## src/rtl/smooth_teager_kaiser_energy_assert.svh

```systemverilog
// assertion macros, included by the rtl back end stke_back
`ifndef SMOOTH_TEAGER_KAISER_ENERGY_ASSERT_SVH
`define SMOOTH_TEAGER_KAISER_ENERGY_ASSERT_SVH
`ifndef SYNTHESIS
`define STKE_ASSERT_IMPLIES(name, clk_sig, rst_sig, cond, conseq) \
  name: assert property (@(posedge clk_sig) disable iff (rst_sig) (cond) |-> (conseq)) \
    else $error("stke assertion failed");
`define STKE_ASSERT_NEXT(name, clk_sig, rst_sig, cond, conseq) \
  name: assert property (@(posedge clk_sig) disable iff (rst_sig) (cond) |=> (conseq)) \
    else $error("stke assertion failed");
`else
`define STKE_ASSERT_IMPLIES(name, clk_sig, rst_sig, cond, conseq)
`define STKE_ASSERT_NEXT(name, clk_sig, rst_sig, cond, conseq)
`endif
`endif

```

## src/rtl/stke_pkg.sv

```systemverilog
`timescale 1ns / 1ps
`default_nettype none
package stke_pkg;
  localparam int WIN_LEN     = 11;
  localparam int HALF_WIN    = 5;
  localparam int TAIL_CNT    = 6;
  localparam int STEP_BITS   = 13;
  localparam int ENERGY_BITS = 52;
  localparam int QUEUE_DEPTH = 4;
  localparam int POS_BITS    = 4;
  localparam int POS_FULL    = 10;
  localparam int LEAD_BITS   = 3;
  localparam int SEL_BITS    = 3;
  localparam logic [LEAD_BITS-1:0] LEAD_NONE = 3'd5;

  typedef enum logic [1:0] {
    KIND_RUN,
    KIND_TAIL,
    KIND_SHORT
  } kind_t;

  // control half of a queued job
  typedef struct packed {
    kind_t                 kind;
    logic [LEAD_BITS-1:0]  lead;
    logic [TAIL_CNT-1:0]   hits;
  } job_ctl_t;
endpackage
`default_nettype wire

```

## src/rtl/stke_queue.sv

```systemverilog
`timescale 1ns / 1ps
`default_nettype none
module stke_queue #(
  parameter int WIDTH = 32
) (
  input  logic             clk,
  input  logic             rst,
  input  logic             push,
  input  logic [WIDTH-1:0] push_data,
  input  logic             pop,
  output logic             full,
  output logic             head_valid,
  output logic [WIDTH-1:0] head_data
);
  localparam int AW = $clog2(stke_pkg::QUEUE_DEPTH);

  logic [WIDTH-1:0] mem [stke_pkg::QUEUE_DEPTH];
  logic [AW-1:0]    wr_ptr;
  logic [AW-1:0]    rd_ptr;
  logic [AW:0]      count;

  assign full       = (count == (AW+1)'(stke_pkg::QUEUE_DEPTH));
  assign head_valid = (count != '0);
  assign head_data  = mem[rd_ptr];

  always_ff @(posedge clk) begin
    if (push) begin
      mem[wr_ptr] <= push_data;
    end
  end

  always_ff @(posedge clk) begin
    if (rst) begin
      wr_ptr <= '0;
      rd_ptr <= '0;
      count  <= '0;
    end else begin
      if (push) begin
        wr_ptr <= wr_ptr + AW'(1);
      end
      if (pop) begin
        rd_ptr <= rd_ptr + AW'(1);
      end
      if (push && !pop) begin
        count <= count + (AW+1)'(1);
      end else if (pop && !push) begin
        count <= count - (AW+1)'(1);
      end
    end
  end
endmodule
`default_nettype wire

```

## config.mk

```make
export PLATFORM = sky130hd
export DESIGN_NAME = stke_queue
export DESIGN_NICKNAME = d
export VERILOG_FILES = /design/src/rtl/smooth_teager_kaiser_energy_assert.svh /design/src/rtl/stke_pkg.sv /design/src/rtl/stke_queue.sv
export SDC_FILE = /design/constraint.sdc
export NUM_CORES = 1
export LEC_CHECK = 0
export ABC_AREA = 1
export BUFFER_PORTS_ARGS = -buffer_cell sky130_fd_sc_hd__buf_2
export CORE_ASPECT_RATIO = 2
export CORE_MARGIN = 5
export CORE_UTILIZATION = 60
export CTS_BUF_LIST = sky130_fd_sc_hd__clkbuf_4
export DETAILED_ROUTE_END_ITERATION = 8
export HOLD_SLACK_MARGIN = 0.06
export PLACE_DENSITY = 0.89
export SLEW_MARGIN = 20
export SYNTH_ARGS = -nofsm -noshare
export SYNTH_HDL_FRONTEND = slang
export SYNTH_SLANG_ARGS = --single-unit
```

## constraint.sdc

```tcl
create_clock -name clk -period 3.5 [get_ports clk]
set_input_delay 1.05 -clock clk [delete_from_list [all_inputs] [get_ports clk]]
set_output_delay 1.05 -clock clk [all_outputs]
set_load 0.01 [all_outputs]
```

==> qor.csv <==
stage,metric,value,unit
logic_synthesis,post_synth_num_cell_types,21,
timing,fin_skew,11.9,ps
clock_tree,root_buffer,clkbuf_4,
clock_tree,clk_pin_slew,110,ps
logic_synthesis,async_flop_share,0,%
logic_synthesis,synth_warnings,0,
clock_tree,cts_sinks,137,
setup_path,critPathCaptureType,output port,
setup_path,worst-r2r-cell-count,5,
worst_hold_path,hold_path.class,flip-flop to flip-flop,
final_layout,layout_common_cells,"edfxtp_1, nor2_1, buf_2",
die,start_util,60.8,%
setup_path,path_max_fanout,34,
final_layout,multi_input_area,972,µm²
clock_tree,clock_path_buffers,2,
setup_path,worst-r2r-setup-slack,1760,ps
logic_synthesis,synthCells,368,
grt,first_global_vias,3279,
setup_path,cpPeakStageDelay,730,ps
logic_synthesis,yosys.area.top_type_share,73.6,%
final_layout,area_growth,12.9,%
final_layout,fillers,554,
timing,fin_crit_sh,92.5,%
logic_synthesis,syn_nets,410,
power,p_per_area,558,nW/µm²
die,ios,70,
setup_path,critPathKind,flip-flop to output port,
route,postRouteAntennaNets,0,
logic_synthesis,yosysTopAreaCell,edfxtp_1,
die,num_rows,48,
setup_path,required,2450,ps
logic_synthesis,synth_edf_count,128,
setup_path,crit_arrival,2190,ps
final_layout,final_net_count,485,
timing,tightest_slew,600,ps
timing,hold_slack,520,ps
timing,rsz0062_at_grt,false,
setup_path,cp_slowest_cell,dfxtp_2,
final_layout,seq_area,4030,µm²
setup_path,crit_path_end,head_data[7],
clock_tree,cts_tree,done,
route,drc,0,
route,vias,3219,
worst_hold_path,holdPathStages,1,
timing,relSlewSlack,60.0,%
worst_hold_path,min_from,rd_ptr[1],
placed_design,portBuffers,69,
logic_synthesis,synth.area.top_cells,"edfxtp_1, nor2_1, o21ai_0",
logic_synthesis,syn-cell-area,5230,µm²
route,viasPerCell,5.77,
logic_synthesis,ys_seq_area_share,77.0,%
route,drtIter0Drc,305,
logic_synthesis,synth.avg_cell_area,14.2,µm²
final_layout,finish.utilization,68.7,%
grt,antenna_found_initial,3,
timing,slew_viol_final,0,
final_layout,drive_above_1_share,24.0,%
setup_path,cp-start-kind,flip-flop,
setup_path,r2r_start,wr_ptr[0],
clock_tree,cts_resized,0,
route,wl_per_cell,18.0,µm
clock_tree,h-tree-depth,4,
route,firstDrtPassIters,4,
placed_design,hpwlAfterDp,6230,µm
die,fp.dieW,76.0,µm
grt,grt_pass1_wl,15800,µm
timing,fmax,0.309,GHz
final_layout,final_common_cell,edfxtp_1,
die,die_height,142,µm
status,status,"complete, no violations",
logic_synthesis,ys.flop_type,edfxtp_1,
route,finalWirelength,10000,µm
setup_path,path_cells,"buf_4, o21ai_0, o22ai_1, buf_2",
timing,min_period,3240,ps
run,maxCapViolations,0,
power,leakage,0.00216,µW
clock_tree,cts_inserted_buffers,17,
setup_path,rr_endpoint,mem[0][5],
timing,setup_viol,0,
logic_synthesis,synth_seq_cells,137,
die,core_area,8590,µm²
grt,grt_max_degree,65,
power,vdd_drop_max,314,µV
clock_tree,ctsHoldBuffers,0,
grt,overflow,0,
placed_design,gpl.final_weighted_congestion,0.777,
grt,grtUsageTotal,19.0,%
timing,hold_viol,0,
clock_tree,clock_latency,490,ps
clock_tree,cts_setup_buffers,0,
die,dieArea,10800,µm²
timing,fin_setup_tns,0,ps
==> layer usage <==
layer / GRT usage (%) / wire (µm) / vias to the layer above
met2: 34.6 / 5620 / 120
met3: 6.46 / 639 / 27
met5: 0 / 0 / -
li1: - / - / 1518
met4: 10.3 / 316 / 0
met1: 18.6 / 3460 / 1554
==> power breakdown <==
part / total (µW) / leakage (µW) / internal (µW) / switching, µW
clock network: 1070 / 0.000163 / 556 / 514
registers: 1900 / 0.00125 / 1870 / 33.1
logic: 323 / 0.000748 / 113 / 211
total: 3290 / 0.00216 / 2530 / 758
==> layout make-up <==
type	instances	area share (%)
inverters	17	1.21
clock buffers	17	2.16
diodes	3	0.127
repair buffers	75	6.62
well taps	100	2.12
multi-input cells	195	16.5
flip-flops and latches	137	68.2
clock inverters	14	3.07
==> metrics by stage <==
| step | setup slack, ps | area (µm²) | cells | power (µW) |
|---|---|---|---|---|
| floorplan | 1400 | 5230 | 368 | 2130 |
| detailed placement | 812 | 5580 | 524 | 2260 |
| global placement | 819 | 5580 | 524 | 2240 |
| CTS | 235 | 5890 | 555 | 3310 |
| global route | 52.6 | 5900 | 558 | 3430 |
| finish | 264 | 5900 | 558 | 3290 |
==> flip-flops by register name, indices dropped and copies added, names as in the netlist, named ones only <==
name and count:
rd_ptr 2, mem 128, wr_ptr 2, count 3
==> how the worst min path moves through the flow <==
stage,slack [ps],to
final,520,rd_ptr[1]
after global routing,520,rd_ptr[1]
after detailed placement,430,rd_ptr[1]
after floorplan,410,flip-flop
after global placement,420,rd_ptr[1]
after CTS,490,rd_ptr[1]
==> cell usage after synthesis, types with 3 or more instances <==
cell,instances
a21oi_1,3
buf_2,6
buf_4,3
buf_6,9
dfxtp_1,9
edfxtp_1,128
ha_1,5
inv_1,15
nand2_1,10
nor2_1,71
o21ai_0,41
o21ai_1,28
o22ai_1,32
==> worst max-delay path: cells and delay by family, from the launching register on <==
family | cells | cell delay [ps]
AOI/OAI and AO/OA | 2 | 360
buffers and inverters | 2 | 610
DFF | 1 | 730
==> cells by family after synthesis <==
logic type | after synthesis | share of synthesized area (%)
simple gates | 84 | 6.13
flops | 137 | 77.0
fa+ha+maj | 6 | 1.58
buf+inv | 36 | 4.38
compound gates | 104 | 10.7
xor+xnor | 1 | 0.168
No activity file was read; power rests on OpenSTA's default activity.
