`src/rtl/smooth_teager_kaiser_energy_assert.svh`:
```
// assertion macros, included by the rtl back end stke_back
`ifndef SMOOTH_TEAGER_KAISER_ENERGY_ASSERT_SVH
`define SMOOTH_TEAGER_KAISER_ENERGY_ASSERT_SVH
`ifndef SYNTHESIS
`define STKE_ASSERT_IMPLIES(name, clk_sig, rst_sig, cond, conseq) \
  name: assert property (@(posedge clk_sig) disable iff (rst_sig) (cond) |-> (conseq)) \
    else $error("stke assertion failed");
`define STKE_ASSERT_NEXT(name, clk_sig, rst_sig, cond, conseq) \
  name: assert property (@(posedge clk_sig) disable iff (rst_sig) (cond) |=> (conseq)) \
    else $error("stke assertion failed");
`else
`define STKE_ASSERT_IMPLIES(name, clk_sig, rst_sig, cond, conseq)
`define STKE_ASSERT_NEXT(name, clk_sig, rst_sig, cond, conseq)
`endif
`endif

```
`src/rtl/stke_pkg.sv`:
```
`timescale 1ns / 1ps
`default_nettype none
package stke_pkg;
  localparam int WIN_LEN     = 11;
  localparam int HALF_WIN    = 5;
  localparam int TAIL_CNT    = 6;
  localparam int STEP_BITS   = 13;
  localparam int ENERGY_BITS = 52;
  localparam int QUEUE_DEPTH = 4;
  localparam int POS_BITS    = 4;
  localparam int POS_FULL    = 10;
  localparam int LEAD_BITS   = 3;
  localparam int SEL_BITS    = 3;
  localparam logic [LEAD_BITS-1:0] LEAD_NONE = 3'd5;

  typedef enum logic [1:0] {
    KIND_RUN,
    KIND_TAIL,
    KIND_SHORT
  } kind_t;

  // control half of a queued job
  typedef struct packed {
    kind_t                 kind;
    logic [LEAD_BITS-1:0]  lead;
    logic [TAIL_CNT-1:0]   hits;
  } job_ctl_t;
endpackage
`default_nettype wire

```
`src/rtl/stke_sample_if.sv`:
```
`timescale 1ns / 1ps
`default_nettype none
interface stke_sample_if #(
  parameter int SAMPLE_BITS = 16
);
  logic                          valid;
  logic                          ready;
  logic signed [SAMPLE_BITS-1:0] sample;
  logic                          frame_end;

  modport source (output valid, output sample, output frame_end, input ready);
  modport sink (input valid, input sample, input frame_end, output ready);
endinterface
`default_nettype wire

```
`src/rtl/stke_cfg_if.sv`:
```
`timescale 1ns / 1ps
`default_nettype none
interface stke_cfg_if;
  logic                           valid;
  logic                           ready;
  logic [stke_pkg::STEP_BITS-1:0] decimation_step;

  modport source (output valid, output decimation_step, input ready);
  modport sink (input valid, input decimation_step, output ready);
endinterface
`default_nettype wire

```
`src/rtl/stke_front.sv`:
```
`timescale 1ns / 1ps
`default_nettype none
module stke_front #(
  parameter int SAMPLE_BITS = 16,
  parameter int MAX_STEP    = 4096
) (
  input  logic                                                 clk,
  input  logic                                                 rst,
  stke_sample_if.sink                                          feed,
  stke_cfg_if.sink                                             cfg,
  input  logic                                                 q_full,
  output logic                                                 push,
  output stke_pkg::job_ctl_t                                   push_ctl,
  output logic [stke_pkg::WIN_LEN-1:0][SAMPLE_BITS-1:0]        push_win
);
  localparam int SB_EXT = $clog2(MAX_STEP + 1);
  localparam int EW = (SB_EXT > stke_pkg::STEP_BITS) ? SB_EXT : stke_pkg::STEP_BITS;
  localparam int PW = (MAX_STEP > 1) ? $clog2(MAX_STEP) : 1;

  logic [stke_pkg::STEP_BITS-1:0]                step_reg;
  logic [EW-1:0]                                 step_eff;
  logic [PW-1:0]                                 phase;
  logic [PW-1:0]                                 ph [stke_pkg::TAIL_CNT+1];
  logic [stke_pkg::TAIL_CNT-1:0]                 hit;
  logic [stke_pkg::TAIL_CNT-1:0]                 hits;
  logic [stke_pkg::POS_BITS-1:0]                 pos;
  logic [stke_pkg::WIN_LEN-1:0][SAMPLE_BITS-1:0] win;
  logic [stke_pkg::WIN_LEN-1:0][SAMPLE_BITS-1:0] win_shift;
  logic                                          accept;
  logic                                          is_short;
  logic                                          is_tail;
  logic                                          centre_due;

  assign cfg.ready  = 1'b1;
  assign feed.ready = !q_full;
  assign accept     = feed.valid && feed.ready;

  always_ff @(posedge clk) begin
    if (rst) begin
      step_reg <= stke_pkg::STEP_BITS'(1);
    end else if (cfg.valid) begin
      step_reg <= cfg.decimation_step;
    end
  end

  // zero acts as one, oversize clamps
  always_comb begin
    if (step_reg == '0) begin
      step_eff = EW'(1);
    end else if (EW'(step_reg) > EW'(MAX_STEP)) begin
      step_eff = EW'(MAX_STEP);
    end else begin
      step_eff = EW'(step_reg);
    end
  end

  // phase chain over the centres a frame end can flush
  always_comb begin
    ph[0] = phase;
    for (int j = 0; j < stke_pkg::TAIL_CNT; j++) begin
      hit[j] = (ph[j] == '0);
      if ((EW'(ph[j]) + EW'(1)) >= step_eff) begin
        ph[j+1] = '0;
      end else begin
        ph[j+1] = ph[j] + PW'(1);
      end
    end
  end

  always_comb begin
    for (int i = 0; i < stke_pkg::WIN_LEN - 1; i++) begin
      win_shift[i] = win[i+1];
    end
    win_shift[stke_pkg::WIN_LEN-1] = feed.sample;
  end

  assign is_short   = feed.frame_end && (pos < stke_pkg::POS_BITS'(stke_pkg::POS_FULL));
  assign is_tail    = feed.frame_end && !is_short;
  assign centre_due = (pos >= stke_pkg::POS_BITS'(stke_pkg::HALF_WIN));

  always_comb begin
    if (is_tail) begin
      hits = hit;
    end else if (!is_short && centre_due) begin
      hits = {{(stke_pkg::TAIL_CNT-1){1'b0}}, hit[0]};
    end else begin
      hits = '0;
    end
  end

  always_comb begin
    if (is_short) begin
      push_ctl.kind = stke_pkg::KIND_SHORT;
    end else if (is_tail) begin
      push_ctl.kind = stke_pkg::KIND_TAIL;
    end else begin
      push_ctl.kind = stke_pkg::KIND_RUN;
    end
    if (centre_due && (pos < stke_pkg::POS_BITS'(stke_pkg::POS_FULL))) begin
      push_ctl.lead = stke_pkg::LEAD_BITS'(pos - stke_pkg::POS_BITS'(stke_pkg::HALF_WIN));
    end else begin
      push_ctl.lead = stke_pkg::LEAD_NONE;
    end
    push_ctl.hits = hits;
  end

  assign push     = accept && (is_short || (hits != '0));
  assign push_win = win_shift;

  always_ff @(posedge clk) begin
    if (rst) begin
      win   <= '0;
      pos   <= '0;
      phase <= '0;
    end else if (accept) begin
      if (feed.frame_end) begin
        win   <= '0;
        pos   <= '0;
        phase <= '0;
      end else begin
        win <= win_shift;
        if (pos != stke_pkg::POS_BITS'(stke_pkg::POS_FULL)) begin
          pos <= pos + stke_pkg::POS_BITS'(1);
        end
        if (centre_due) begin
          phase <= ph[1];
        end
      end
    end
  end
endmodule
`default_nettype wire

```
`src/flat_wrapper.sv`:
```
// flat-port wrapper written by rule: the top's interface ports become plain ports
module stke_front_flat 
#(
  parameter int SAMPLE_BITS = 16,
  parameter int MAX_STEP    = 4096
)
  (clk, rst, q_full, push, push_ctl, push_win, feed_valid, feed_sample, feed_frame_end, feed_ready, cfg_valid, cfg_decimation_step, cfg_ready);
  stke_sample_if #(.SAMPLE_BITS(SAMPLE_BITS)) feed_i ();
  stke_cfg_if cfg_i ();
  input  logic clk;
  input  logic rst;
  input  logic q_full;
  output logic push;
  output stke_pkg::job_ctl_t push_ctl;
  output logic [stke_pkg::WIN_LEN-1:0][SAMPLE_BITS-1:0] push_win;
  input wire logic [$bits(feed_i.valid)-1:0] feed_valid;
  input wire logic [$bits(feed_i.sample)-1:0] feed_sample;
  input wire logic [$bits(feed_i.frame_end)-1:0] feed_frame_end;
  output wire logic [$bits(feed_i.ready)-1:0] feed_ready;
  input wire logic [$bits(cfg_i.valid)-1:0] cfg_valid;
  input wire logic [$bits(cfg_i.decimation_step)-1:0] cfg_decimation_step;
  output wire logic [$bits(cfg_i.ready)-1:0] cfg_ready;
  assign feed_i.valid = feed_valid;
  assign feed_i.sample = feed_sample;
  assign feed_i.frame_end = feed_frame_end;
  assign feed_ready = feed_i.ready;
  assign cfg_i.valid = cfg_valid;
  assign cfg_i.decimation_step = cfg_decimation_step;
  assign cfg_ready = cfg_i.ready;
  stke_front #(.SAMPLE_BITS(SAMPLE_BITS), .MAX_STEP(MAX_STEP)) u_core (.clk(clk), .rst(rst), .feed(feed_i), .cfg(cfg_i), .q_full(q_full), .push(push), .push_ctl(push_ctl), .push_win(push_win));
endmodule
```
`config.mk`:
```
export PLATFORM = sky130hd
export DESIGN_NAME = stke_front_flat
export DESIGN_NICKNAME = d
export VERILOG_FILES = /design/src/rtl/smooth_teager_kaiser_energy_assert.svh /design/src/rtl/stke_pkg.sv /design/src/rtl/stke_sample_if.sv /design/src/rtl/stke_cfg_if.sv /design/src/rtl/stke_front.sv /design/src/flat_wrapper.sv
export SDC_FILE = /design/constraint.sdc
export NUM_CORES = 1
export LEC_CHECK = 0
export ABC_AREA = 1
export BUFFER_PORTS_ARGS = -buffer_cell sky130_fd_sc_hd__clkbuf_2
export CAP_MARGIN = 0
export CORE_MARGIN = 5
export CORE_UTILIZATION = 50
export DETAILED_ROUTE_END_ITERATION = 6
export GPL_ROUTABILITY_DRIVEN = 0
export PLACE_DENSITY = 0.74
export SYNTH_ARGS = -nofsm -noshare
export SYNTH_HDL_FRONTEND = slang
export SYNTH_SLANG_ARGS = --single-unit
```
`constraint.sdc`:
```
create_clock -name clk -period 19.3 [get_ports clk]
set_clock_uncertainty 0.1 [all_clocks]
set_input_delay 3.86 -clock clk [delete_from_list [all_inputs] [get_ports clk]]
set_output_delay 3.86 -clock clk [all_outputs]
set_load 0.1 [all_outputs]
```
==> flow_summary.ini <==
[layout]
instances_no_fill = 2052
layout-drive-gt1-share_pct = 19.9
layout_common_cells = nand2_1, nand3_1, clkbuf_2
fin_nets = 1872
syn2layout_area_growth_pct = 16.1
largest_register_ffs = 160
utilization_pct = 58.7
final_common_cell = nand2_1

[run_status]
outcome = finished clean

[routing]
wl_per_cell_um = 16.6
drt_iter0_drc = 1025
viasPerCell = 5.51
firstDrtPassIters = 5
detail-route-antenna-nets = 0
wl_um = 34000
drc = 0
num_vias = 11300

[floorplanning]
initial_utilization_pct = 50.6
ios = 225
core_um2 = 21700
die_w_um = 158
die_area_um2 = 25000
die_h_um = 158
rows = 54

[timing]
drv_slew = 0
slew_headroom_pct = 20.8
clock.fmax_ghz = 0.0560
setup_tns_ps = 0
setup_viol_count_final = 0
rsz0062_at_grt = no
period_needed_ps = 17850
holdWs_ps = 368
tightest_slew_ps = 1190
hold_viol = 0
fin_crit_sh_pct = 92.5

[clocking]
cts.sinks = 189
htree_levels = 4
cts-buffers-inserted = 17
hold_buffers = 0
insertion_delay_ps = 430
clockBufferDepth = 2
cts_tree = built
cts_root_buf = clkbuf_16
path_clk_slew_ps = 70

[critical_path]
crit_type = reg2out
arrival_ps = 13890
path_max_fanout = 12
crit_path_end_kind = primary output
slowest_stage = dfxtp_1
r2r_start = u_core.phase[0]$_SDFFE_PP0P_
crit_required_ps = 15340
startpoint_type = flop
cpPeakStageDelay_ps = 510
startpoint = u_core.phase[0]$_SDFFE_PP0P_

[place]
numPortBuffers = 223
dp_cells = 2013
hpwl_um = 25300

[pwr]
ir_drop_uv = 62.2
p_leak_nw = 5.76
power_density_nw_per_um2 = 71.2

[global_route]
first_global_vias = 10300
grt_pass1_wl_um = 52900
track_usage_pct = 26.2
antenna_found_initial = 0
grt_max_degree = 123
overflow = 0

[yosys]
synthArstFlopShare_pct = 0
synthesis.area_um2 = 11000
synth-edff-count = 0
yosysUniqueCellTypes = 45
synth_cells = 1600
ys_ff_latch = 189
syn_avg_cell_area_um2 = 6.86
synth-seq-area-share_pct = 34.5
ys_warn_count = 0
syn_nets = 1714
ys.flop_type = dfxtp_1

[worst_hold_path]
hold_start = u_core.push_win[5]$_SDFFE_PP0P_
hp-class = reg2reg

[run]
cap_viol_max_count = 0
## cells in the mapped netlist, types with 2 or more instances
master,n,area share [%]
a21oi_1,208,9.5
a21oi_2,2,0.16
and3_1,2,0.11
buf_1,7,0.24
buf_2,2,0.091
buf_4,20,1.4
clkbuf_1,69,2.4
dfxtp_1,189,34
ha_1,79,9.0
inv_1,120,4.1
inv_2,10,0.34
nand2_1,399,14
nand2_2,20,1.1
nand3_1,226,10
nand3_2,12,1.1
nand3b_1,3,0.21
nand4_1,32,1.8
nor2_1,97,3.3
nor2_2,15,0.86
nor2_4,6,0.62
nor3_1,8,0.37
nor4_1,10,0.57
nor4b_1,2,0.16
o21ai_0,31,1.4
o21ai_1,4,0.18
xor2_1,5,0.40
xor2_2,4,0.59
## path summary, 6_finish.rpt
path / endpoint / slack, ps / depth (start not counted)
max: push / 1450 / 82
min: u_core.push_win[5]$_SDFFE_PP0P_ / 370 / 2
max reg2reg: u_core.phase[6]$_SDFFE_PP0P_ / 15670 / 19
min reg2reg: u_core.push_win[5]$_SDFFE_PP0P_ / 370 / 2
## through the flow
stage                     total power [W]  setup slack (ps)  area [um2]
after floorplan                  0.000529              3720       11000
after global placement           0.000559              1700       12100
after detailed placement         0.000561              1160       12100
after CTS                        0.000910               633       12700
after global routing             0.000947               140       12700
final                            0.000907              1450       12700
## critical path: cells and delay by family, from the launching register on
family | cells | cell delay (ps)
simple gates | 47 | 6790
xor+xnor | 1 | 270
buf+inv | 11 | 1480
flops | 1 | 510
compound gates | 13 | 1850
fa+ha+maj | 10 | 2530
## cell families (layout without fill, tap and decap cells)
| logic type | after synthesis | in the layout | synth area share [%] |
|---|---|---|---|
| fa+ha+maj | 79 | 79 | 9.01 |
| buf+inv | 230 | 401 | 8.65 |
| other cells | 1 | 2 | 0.0342 |
| simple gates | 840 | 840 | 35.0 |
| compound gates | 252 | 252 | 11.8 |
| xor+xnor | 9 | 9 | 0.992 |
| flops | 189 | 189 | 34.5 |
## area by class of cell
cell class                      count  area, um2
Clock buffer                       19        443
Multi-Input combinational cell   1181       6270
Inverter                          131        500
Sequential cell                   189       3780
Timing Repair Buffer              238       1230
Clock inverter                     13        151
Antenna cell                        1       2.50
Fill cell                        2113       8960
Tap cell                          280        350
## what timing repair did
item                                    CTS  global route
hold endpoints to repair                  0             0
gates resized for setup                   0             9
setup buffers                             0             6
endpoints found under the setup margin    0             2
## power breakdown
part	total, W	internal, W	switching, W
logic	0.000161	0.0000431	0.000118
registers	0.000395	0.000393	0.00000245
clock network	0.000351	0.000187	0.000164
## routing by layer
layer | vias up | global-route usage (%) | wire length, um
li1 | 5635 | - | -
met1 | 5109 | 33.8 | 14100
met2 | 487 | 41.9 | 15800
met3 | 80 | 7.11 | 2930
met4 | 0 | 10.2 | 1220
met5 | - | 0 | 0
No activity file was read; power rests on OpenSTA's default activity.
