<file path="src/rtl/smooth_teager_kaiser_energy_assert.svh">
// assertion macros, included by the rtl back end stke_back
`ifndef SMOOTH_TEAGER_KAISER_ENERGY_ASSERT_SVH
`define SMOOTH_TEAGER_KAISER_ENERGY_ASSERT_SVH
`ifndef SYNTHESIS
`define STKE_ASSERT_IMPLIES(name, clk_sig, rst_sig, cond, conseq) \
  name: assert property (@(posedge clk_sig) disable iff (rst_sig) (cond) |-> (conseq)) \
    else $error("stke assertion failed");
`define STKE_ASSERT_NEXT(name, clk_sig, rst_sig, cond, conseq) \
  name: assert property (@(posedge clk_sig) disable iff (rst_sig) (cond) |=> (conseq)) \
    else $error("stke assertion failed");
`else
`define STKE_ASSERT_IMPLIES(name, clk_sig, rst_sig, cond, conseq)
`define STKE_ASSERT_NEXT(name, clk_sig, rst_sig, cond, conseq)
`endif
`endif

</file>
<file path="src/rtl/stke_pkg.sv">
`timescale 1ns / 1ps
`default_nettype none
package stke_pkg;
  localparam int WIN_LEN     = 11;
  localparam int HALF_WIN    = 5;
  localparam int TAIL_CNT    = 6;
  localparam int STEP_BITS   = 13;
  localparam int ENERGY_BITS = 52;
  localparam int QUEUE_DEPTH = 4;
  localparam int POS_BITS    = 4;
  localparam int POS_FULL    = 10;
  localparam int LEAD_BITS   = 3;
  localparam int SEL_BITS    = 3;
  localparam logic [LEAD_BITS-1:0] LEAD_NONE = 3'd5;

  typedef enum logic [1:0] {
    KIND_RUN,
    KIND_TAIL,
    KIND_SHORT
  } kind_t;

  // control half of a queued job
  typedef struct packed {
    kind_t                 kind;
    logic [LEAD_BITS-1:0]  lead;
    logic [TAIL_CNT-1:0]   hits;
  } job_ctl_t;
endpackage
`default_nettype wire

</file>
<file path="src/rtl/stke_result_if.sv">
`timescale 1ns / 1ps
`default_nettype none
interface stke_result_if;
  logic                                    valid;
  logic                                    ready;
  logic signed [stke_pkg::ENERGY_BITS-1:0] energy;
  logic                                    last_result;
  logic                                    short_frame;

  modport source (output valid, output energy, output last_result, output short_frame,
                  input ready);
  modport sink (input valid, input energy, input last_result, input short_frame,
                output ready);
endinterface
`default_nettype wire

</file>
<file path="src/rtl/stke_back.sv">
`timescale 1ns / 1ps
`default_nettype none
`include "smooth_teager_kaiser_energy_assert.svh"
module stke_back #(
  parameter int SAMPLE_BITS = 16
) (
  input  logic                                          clk,
  input  logic                                          rst,
  input  logic                                          head_valid,
  input  stke_pkg::job_ctl_t                            head_ctl,
  input  logic [stke_pkg::WIN_LEN-1:0][SAMPLE_BITS-1:0] head_win,
  output logic                                          pop,
  stke_result_if.source                                 result
);
  localparam int S1W = SAMPLE_BITS + 8;
  localparam int S2W = SAMPLE_BITS + 9;
  localparam int EB  = stke_pkg::ENERGY_BITS;
  localparam int TW  = 5;

  logic [stke_pkg::TAIL_CNT-1:0]  done;
  logic [stke_pkg::TAIL_CNT-1:0]  remaining;
  logic [stke_pkg::TAIL_CNT-1:0]  sel_mask;
  logic [stke_pkg::TAIL_CNT-1:0]  left_after;
  logic [stke_pkg::SEL_BITS-1:0]  sel;
  logic                           issue;
  logic                           issue_last;
  logic                           head_short;
  logic [3:0]                     tap_idx [stke_pkg::WIN_LEN];
  logic signed [SAMPLE_BITS-1:0]  view [stke_pkg::WIN_LEN];

  logic                           v_valid, v_last, v_short, v_ready;
  logic signed [SAMPLE_BITS-1:0]  v_tap [stke_pkg::WIN_LEN];
  logic signed [S1W-1:0]          d [stke_pkg::HALF_WIN];
  logic signed [S2W-1:0]          e [stke_pkg::HALF_WIN];

  logic                           s_valid, s_last, s_short, s_ready;
  logic signed [S1W-1:0]          s1;
  logic signed [S2W-1:0]          s2;
  logic signed [SAMPLE_BITS-1:0]  s_xc;

  logic                           p_valid, p_last, p_short, p_ready;
  logic signed [2*S1W-1:0]        p_sq;
  logic signed [SAMPLE_BITS+S2W-1:0] p_cross;

  logic                           o_valid, o_last, o_short, o_ready;
  logic signed [EB-1:0]           o_energy;
  logic signed [EB-1:0]           sq_e, cross_e, energy_next;

  // lowest pending centre of the head job
  always_comb begin
    remaining = head_ctl.hits & ~done;
    sel       = '0;
    for (int j = stke_pkg::TAIL_CNT - 1; j >= 0; j--) begin
      if (remaining[j]) begin
        sel = stke_pkg::SEL_BITS'(j);
      end
    end
    sel_mask   = stke_pkg::TAIL_CNT'(1) << sel;
    left_after = remaining & ~sel_mask;
  end

  assign head_short = (head_ctl.kind == stke_pkg::KIND_SHORT);
  assign issue      = head_valid && v_ready;
  assign pop        = issue && (head_short || (left_after == '0));
  assign issue_last = head_short || ((head_ctl.kind == stke_pkg::KIND_TAIL) &&
                                     (left_after == '0));

  always_ff @(posedge clk) begin
    if (rst) begin
      done <= '0;
    end else if (pop) begin
      done <= '0;
    end else if (issue) begin
      done <= done | sel_mask;
    end
  end

  // mirrored tap selection: tail end folds past the newest sample,
  // frame start folds below sample zero
  always_comb begin
    for (int k = 0; k < stke_pkg::WIN_LEN; k++) begin
      if (head_ctl.kind == stke_pkg::KIND_TAIL) begin
        if ((TW'(sel) + TW'(k)) <= TW'(stke_pkg::WIN_LEN - 1)) begin
          tap_idx[k] = 4'(TW'(sel) + TW'(k));
        end else begin
          tap_idx[k] = 4'(TW'(2 * stke_pkg::WIN_LEN - 1) - TW'(sel) - TW'(k));
        end
      end else if ((head_ctl.lead != stke_pkg::LEAD_NONE) &&
                   ((TW'(k) + TW'(head_ctl.lead)) < TW'(stke_pkg::HALF_WIN))) begin
        tap_idx[k] = 4'(TW'(2 * stke_pkg::HALF_WIN - 1) - TW'({head_ctl.lead, 1'b0})
                        - TW'(k));
      end else begin
        tap_idx[k] = 4'(k);
      end
      view[k] = $signed(head_win[tap_idx[k]]);
    end
  end

  assign v_ready = !v_valid || s_ready;
  assign s_ready = !s_valid || p_ready;
  assign p_ready = !p_valid || o_ready;
  assign o_ready = !o_valid || result.ready;

  always_ff @(posedge clk) begin
    if (rst) begin
      v_valid <= 1'b0;
      s_valid <= 1'b0;
      p_valid <= 1'b0;
      o_valid <= 1'b0;
    end else begin
      if (v_ready) begin
        v_valid <= issue;
      end
      if (s_ready) begin
        s_valid <= v_valid;
      end
      if (p_ready) begin
        p_valid <= s_valid;
      end
      if (o_ready) begin
        o_valid <= p_valid;
      end
    end
  end

  always_ff @(posedge clk) begin
    if (v_ready && issue) begin
      v_tap   <= view;
      v_last  <= issue_last;
      v_short <= head_short;
    end
  end

  // symmetric pairs of the two differentiators
  always_comb begin
    for (int k = 0; k < stke_pkg::HALF_WIN; k++) begin
      d[k] = S1W'(v_tap[stke_pkg::WIN_LEN-1-k]) - S1W'(v_tap[k]);
      e[k] = S2W'(v_tap[stke_pkg::WIN_LEN-1-k]) + S2W'(v_tap[k]);
    end
  end

  always_ff @(posedge clk) begin
    if (s_ready && v_valid) begin
      s1 <= S1W'(d[0] + d[1] * 8 + d[2] * 27 + d[3] * 48 + d[4] * 42);
      s2 <= S2W'(e[1] * (-7) + e[2] * 12 + e[3] * 52 + e[4] * (-12)
                 + S2W'(v_tap[stke_pkg::HALF_WIN]) * (-90));
      s_xc    <= v_tap[stke_pkg::HALF_WIN];
      s_last  <= v_last;
      s_short <= v_short;
    end
  end

  always_ff @(posedge clk) begin
    if (p_ready && s_valid) begin
      p_sq    <= s1 * s1;
      p_cross <= s_xc * s2;
      p_last  <= s_last;
      p_short <= s_short;
    end
  end

  // 3*S1^2 - 4096*x*S2, wrapped to the energy width
  assign sq_e        = EB'(p_sq);
  assign cross_e     = EB'(p_cross);
  assign energy_next = sq_e + (sq_e <<< 1) - (cross_e <<< 12);

  always_ff @(posedge clk) begin
    if (o_ready && p_valid) begin
      o_energy <= p_short ? '0 : energy_next;
      o_last   <= p_last;
      o_short  <= p_short;
    end
  end

  assign result.valid       = o_valid;
  assign result.energy      = o_energy;
  assign result.last_result = o_last;
  assign result.short_frame = o_short;

  `STKE_ASSERT_IMPLIES(a_pop_needs_head, clk, rst, pop, head_valid)
  `STKE_ASSERT_IMPLIES(a_head_has_work, clk, rst, head_valid && !head_short, remaining != '0)
  `STKE_ASSERT_IMPLIES(a_done_within_hits, clk, rst, head_valid, (done & ~head_ctl.hits) == '0)
  `STKE_ASSERT_IMPLIES(a_short_is_last, clk, rst, o_valid && o_short, o_last)
  `STKE_ASSERT_NEXT(a_pop_clears_done, clk, rst, pop, done == '0)
endmodule
`default_nettype wire

</file>
<file path="src/flat_wrapper.sv">
// flat-port wrapper written by rule: the top's interface ports become plain ports
module stke_back_flat 
#(
  parameter int SAMPLE_BITS = 16
)
  (clk, rst, head_valid, head_ctl, head_win, pop, result_valid, result_energy, result_last_result, result_short_frame, result_ready);
  stke_result_if result_i ();
  input  logic clk;
  input  logic rst;
  input  logic head_valid;
  input  stke_pkg::job_ctl_t head_ctl;
  input  logic [stke_pkg::WIN_LEN-1:0][SAMPLE_BITS-1:0] head_win;
  output logic pop;
  output wire logic [$bits(result_i.valid)-1:0] result_valid;
  output wire logic [$bits(result_i.energy)-1:0] result_energy;
  output wire logic [$bits(result_i.last_result)-1:0] result_last_result;
  output wire logic [$bits(result_i.short_frame)-1:0] result_short_frame;
  input wire logic [$bits(result_i.ready)-1:0] result_ready;
  assign result_valid = result_i.valid;
  assign result_energy = result_i.energy;
  assign result_last_result = result_i.last_result;
  assign result_short_frame = result_i.short_frame;
  assign result_i.ready = result_ready;
  stke_back #(.SAMPLE_BITS(SAMPLE_BITS)) u_core (.clk(clk), .rst(rst), .head_valid(head_valid), .head_ctl(head_ctl), .head_win(head_win), .pop(pop), .result(result_i));
endmodule
</file>
<file path="config.mk">
export PLATFORM = sky130hd
export DESIGN_NAME = stke_back_flat
export DESIGN_NICKNAME = d
export VERILOG_FILES = /design/src/rtl/stke_pkg.sv /design/src/rtl/stke_result_if.sv /design/src/rtl/stke_back.sv /design/src/flat_wrapper.sv
export VERILOG_INCLUDE_DIRS = /design/src /design/src/rtl
export SDC_FILE = /design/constraint.sdc
export NUM_CORES = 2
export LEC_CHECK = 0
export BUFFER_PORTS_ARGS = -buffer_cell sky130_fd_sc_hd__buf_4
export CAP_MARGIN = 20
export CORE_MARGIN = 8
export CORE_UTILIZATION = 45
export DETAILED_ROUTE_END_ITERATION = 8
export GPL_TIMING_DRIVEN = 0
export PLACE_DENSITY = 0.73
export SKIP_CTS_REPAIR_TIMING = 1
export SLEW_MARGIN = 20
export SYNTH_ARGS = -nofsm -noshare
export SYNTH_HDL_FRONTEND = slang
export SYNTH_SLANG_ARGS = --single-unit
export TNS_END_PERCENT = 10
</file>
<file path="constraint.sdc">
create_clock -name clk -period 21.2 [get_ports clk]
set_input_delay 4.24 -clock clk [delete_from_list [all_inputs] [get_ports clk]]
set_output_delay 4.24 -clock clk [all_outputs]
set_load 0.03 [all_outputs]
</file>
==> impl_metrics.tcl <==
set metrics [dict create \
    fin_crit_sh 0.525 \
    maxSlewViolCount 0 \
    grt_pass1_wl_um 578000 \
    final_cell_area_sq_mm 0.0976 \
    area_delta_synth_final_pct 9.63 \
    synth.distinct_cells 86 \
    cp_top_family "buffers and inverters" \
    clk_latency_ns 0.65 \
    crit_type "in -> out" \
    final_cell_count_no_fill 13400 \
    portBuffers 214 \
    detail-route-antenna-nets 0 \
    dp_hpwl_um 330000 \
    dp_cells 13300 \
    min_period_ns 11.12 \
    post_drt_via_cell_ratio 5.96 \
    hold_ws_ns 0.420 \
    crit_arrival_ns 6.88 \
    skew_ns 0.0567 \
    io_pins 247 \
    async_flop_share 0 \
    ctsLongestPathBuffers 3 \
    die_h_um 461 \
    gr-total-overflow 0 \
    rr_worst_depth 28 \
    cap_viol_max_count 0 \
    grt_pass1_vias 80400 \
    n_fill_cell 18700 \
    hold_class "reg -> reg" \
    path_cells "buf_4 -> nand2b_1 -> nand2b_1 -> a21boi_1 -> o21ai_1 -> inv_2 -> buf_2 -> ha_1 -> ha_1 -> o22ai_1 -> nor3_1 -> nor2_1 -> nor2b_1 -> buf_4" \
    grt_use_total 0.379 \
    syn_nets 12700 \
    rows 163 \
    critPathBufInv 4 \
    drive_above_1_share 0.0710 \
    synth.area.top_cells "fa_1, edfxtp_1, ha_1" \
    die_width_um 461 \
    crit_cells 14 \
    crit_slowest_cell "ha_1" \
    crit_fanout 12 \
    finalSetupTns_ns 0 \
    required_ns 16.96 \
    relSlewSlack 0.0128 \
    start_util 0.452 \
    dr_total_vias 79800 \
    drtIter0Drc 8430 \
    ys_seq_area_frac 0.133 \
    setup_viol 0 \
    synth-edff-count 387 \
    finalWeightedCongestion 1.07 \
    h-tree-depth 2 \
    die-area_sq_mm 0.212 \
    ys_warn_count 0 \
    cts_tree "yes" \
    worst_path_largest_cell_delay_ns 0.41 \
    wl_um 411000 \
    synth_ff_type "edfxtp_1" \
    cts_buffers 47 \
    layout_commonest_cell "inv_1" \
    max_freq_mhz 89.9 \
    tightest_slew_ns 1.48 \
    synthCells 10400 \
    rsz0062_at_grt "false" \
    final-hold-violation-count 0 \
    syn_avg_cell_area_sq_um 8.58 \
    status "completed" \
    firstDrtPassIters 6 \
    cp-end-kind "output port" \
    post_dp_cell_area_sq_mm 0.0958 \
    layout_common_cells "inv_1, nand2_1, fa_1, ha_1, a21oi_1" \
    crit_path_start_kind "input port" \
    synth_area_leader_cell "fa_1" \
    yosysTopAreaCellShare 0.270 \
    clkSinkCount 397 \
    clk_pin_slew_worst_paths_ns 0.06 \
    worstHoldPathCells 0 \
    wl_per_cell_um 30.7 \
    nNetsFinal 13000 \
    grt_antenna_before_repair 30 \
    cts_root_buf "clkbuf_16" \
    syn_area_sq_mm 0.0890 \
    ys_ff_latch 397 \
    drc 0 \
    grt_max_degree 31 \
    core_sq_mm 0.197 \
]
[Yosys cell counts, types with 18 or more instances]
| cell | number |
|---|---|
| inv_1 | 1738 |
| nand2_1 | 1641 |
| fa_1 | 1201 |
| ha_1 | 891 |
| clkbuf_1 | 568 |
| a21oi_1 | 551 |
| edfxtp_1 | 387 |
| nand3_1 | 338 |
| nor2_1 | 338 |
| xnor2_1 | 304 |
| and2_1 | 289 |
| o21ai_0 | 257 |
| xor2_1 | 139 |
| a21o_1 | 137 |
| and3_1 | 130 |
| a31oi_1 | 126 |
| mux4_2 | 126 |
| mux2i_1 | 118 |
| o22ai_1 | 107 |
| a311oi_1 | 104 |
| nand2b_1 | 93 |
| nor2b_1 | 88 |
| nor3_1 | 71 |
| o21bai_1 | 61 |
| o21a_1 | 57 |
| buf_1 | 43 |
| mux2_2 | 42 |
| a211oi_1 | 34 |
| a21boi_0 | 30 |
| o31ai_1 | 28 |
| or3_1 | 23 |
| a221o_1 | 22 |
| buf_2 | 21 |
| a22oi_1 | 19 |
| o21ai_1 | 19 |
| or2_2 | 18 |
[through the flow]
stage / setup slack (ns) / util
global route: 9.84 / 0.495
detailed placement: 10.20 / 0.486
global placement: -0.128 / 0.477
floorplan: 2.92 / -
finish: 10.08 / 0.495
CTS: 10.19 / 0.495
[final timing paths]
kind | startpoint | end | slack, ns
setup / recovery | head_ctl[5] | pop | 10.08
hold / removal | u_core.v_short$_DFFE_PP_ | u_core.s_short$_DFFE_PP_ | 0.42
setup reg to reg | u_core.s1[8]$_DFFE_PP_ | u_core.p_sq[47]$_DFFE_PP_ | 11.14
hold reg to reg | u_core.v_short$_DFFE_PP_ | u_core.s_short$_DFFE_PP_ | 0.42
[flip-flops by register name, indices dropped and copies added (netlist names), 6 cells and up]
name	cells
u_core.s_xc	16
u_core.p_cross	40
u_core.result.energy	51
u_core.p_sq	47
u_core.done	6
u_core.v_tap	176
u_core.s1	24
u_core.s2	25
[logic make-up (layout without fill, tap and decap cells)]
logic type | after synthesis | count (layout) | synth area share
AO/OA/AOI/OAI | 1680 | 1680 | 0.120
XOR/XNOR | 444 | 444 | 0.0438
adder cells (fa/ha/maj) | 2092 | 2092 | 0.395
buffers and inverters | 2374 | 2743 | 0.100
flip-flops | 397 | 397 | 0.133
multiplexers | 287 | 287 | 0.0506
other | 0 | 17 | 0
AND/OR/NAND/NOR | 3100 | 3100 | 0.157
[layout make-up]
cell class | count | area, sq um | share of cell area
antenna | 17 | 42.5 | 0.000436
buffer | 633 | 2580 | 0.0265
clock buffer | 49 | 1200 | 0.0123
clock inverter | 39 | 477 | 0.00488
inverter | 1741 | 6540 | 0.0670
multi-input combinational | 7603 | 68400 | 0.701
sequential | 397 | 11800 | 0.121
tap | 2640 | 3300 | 0.0338
timing repair buffer | 281 | 3180 | 0.0326
[worst reg2reg max path: cells and delay by family, from the launching register on]
family,cells,cell delay [ns]
xor+xnor,1,0.46
buf+inv,7,1.49
flops,1,0.37
fa+ha+maj,8,3.77
compound gates,9,3.18
simple gates,3,0.50
[per-layer routing]
layer / GRT usage / up-vias / share of wire
met3: 0.109 / 1221 / 0.10
met4: 0.276 / 18 / 0.096
li1: - / 34500 / -
met1: 0.460 / 39500 / 0.37
met5: 0 / - / 0.00028
met2: 0.576 / 4603 / 0.43
Power is not shown: default switching activity piles up to over one toggle a cycle in this logic, so the estimate is an artifact.
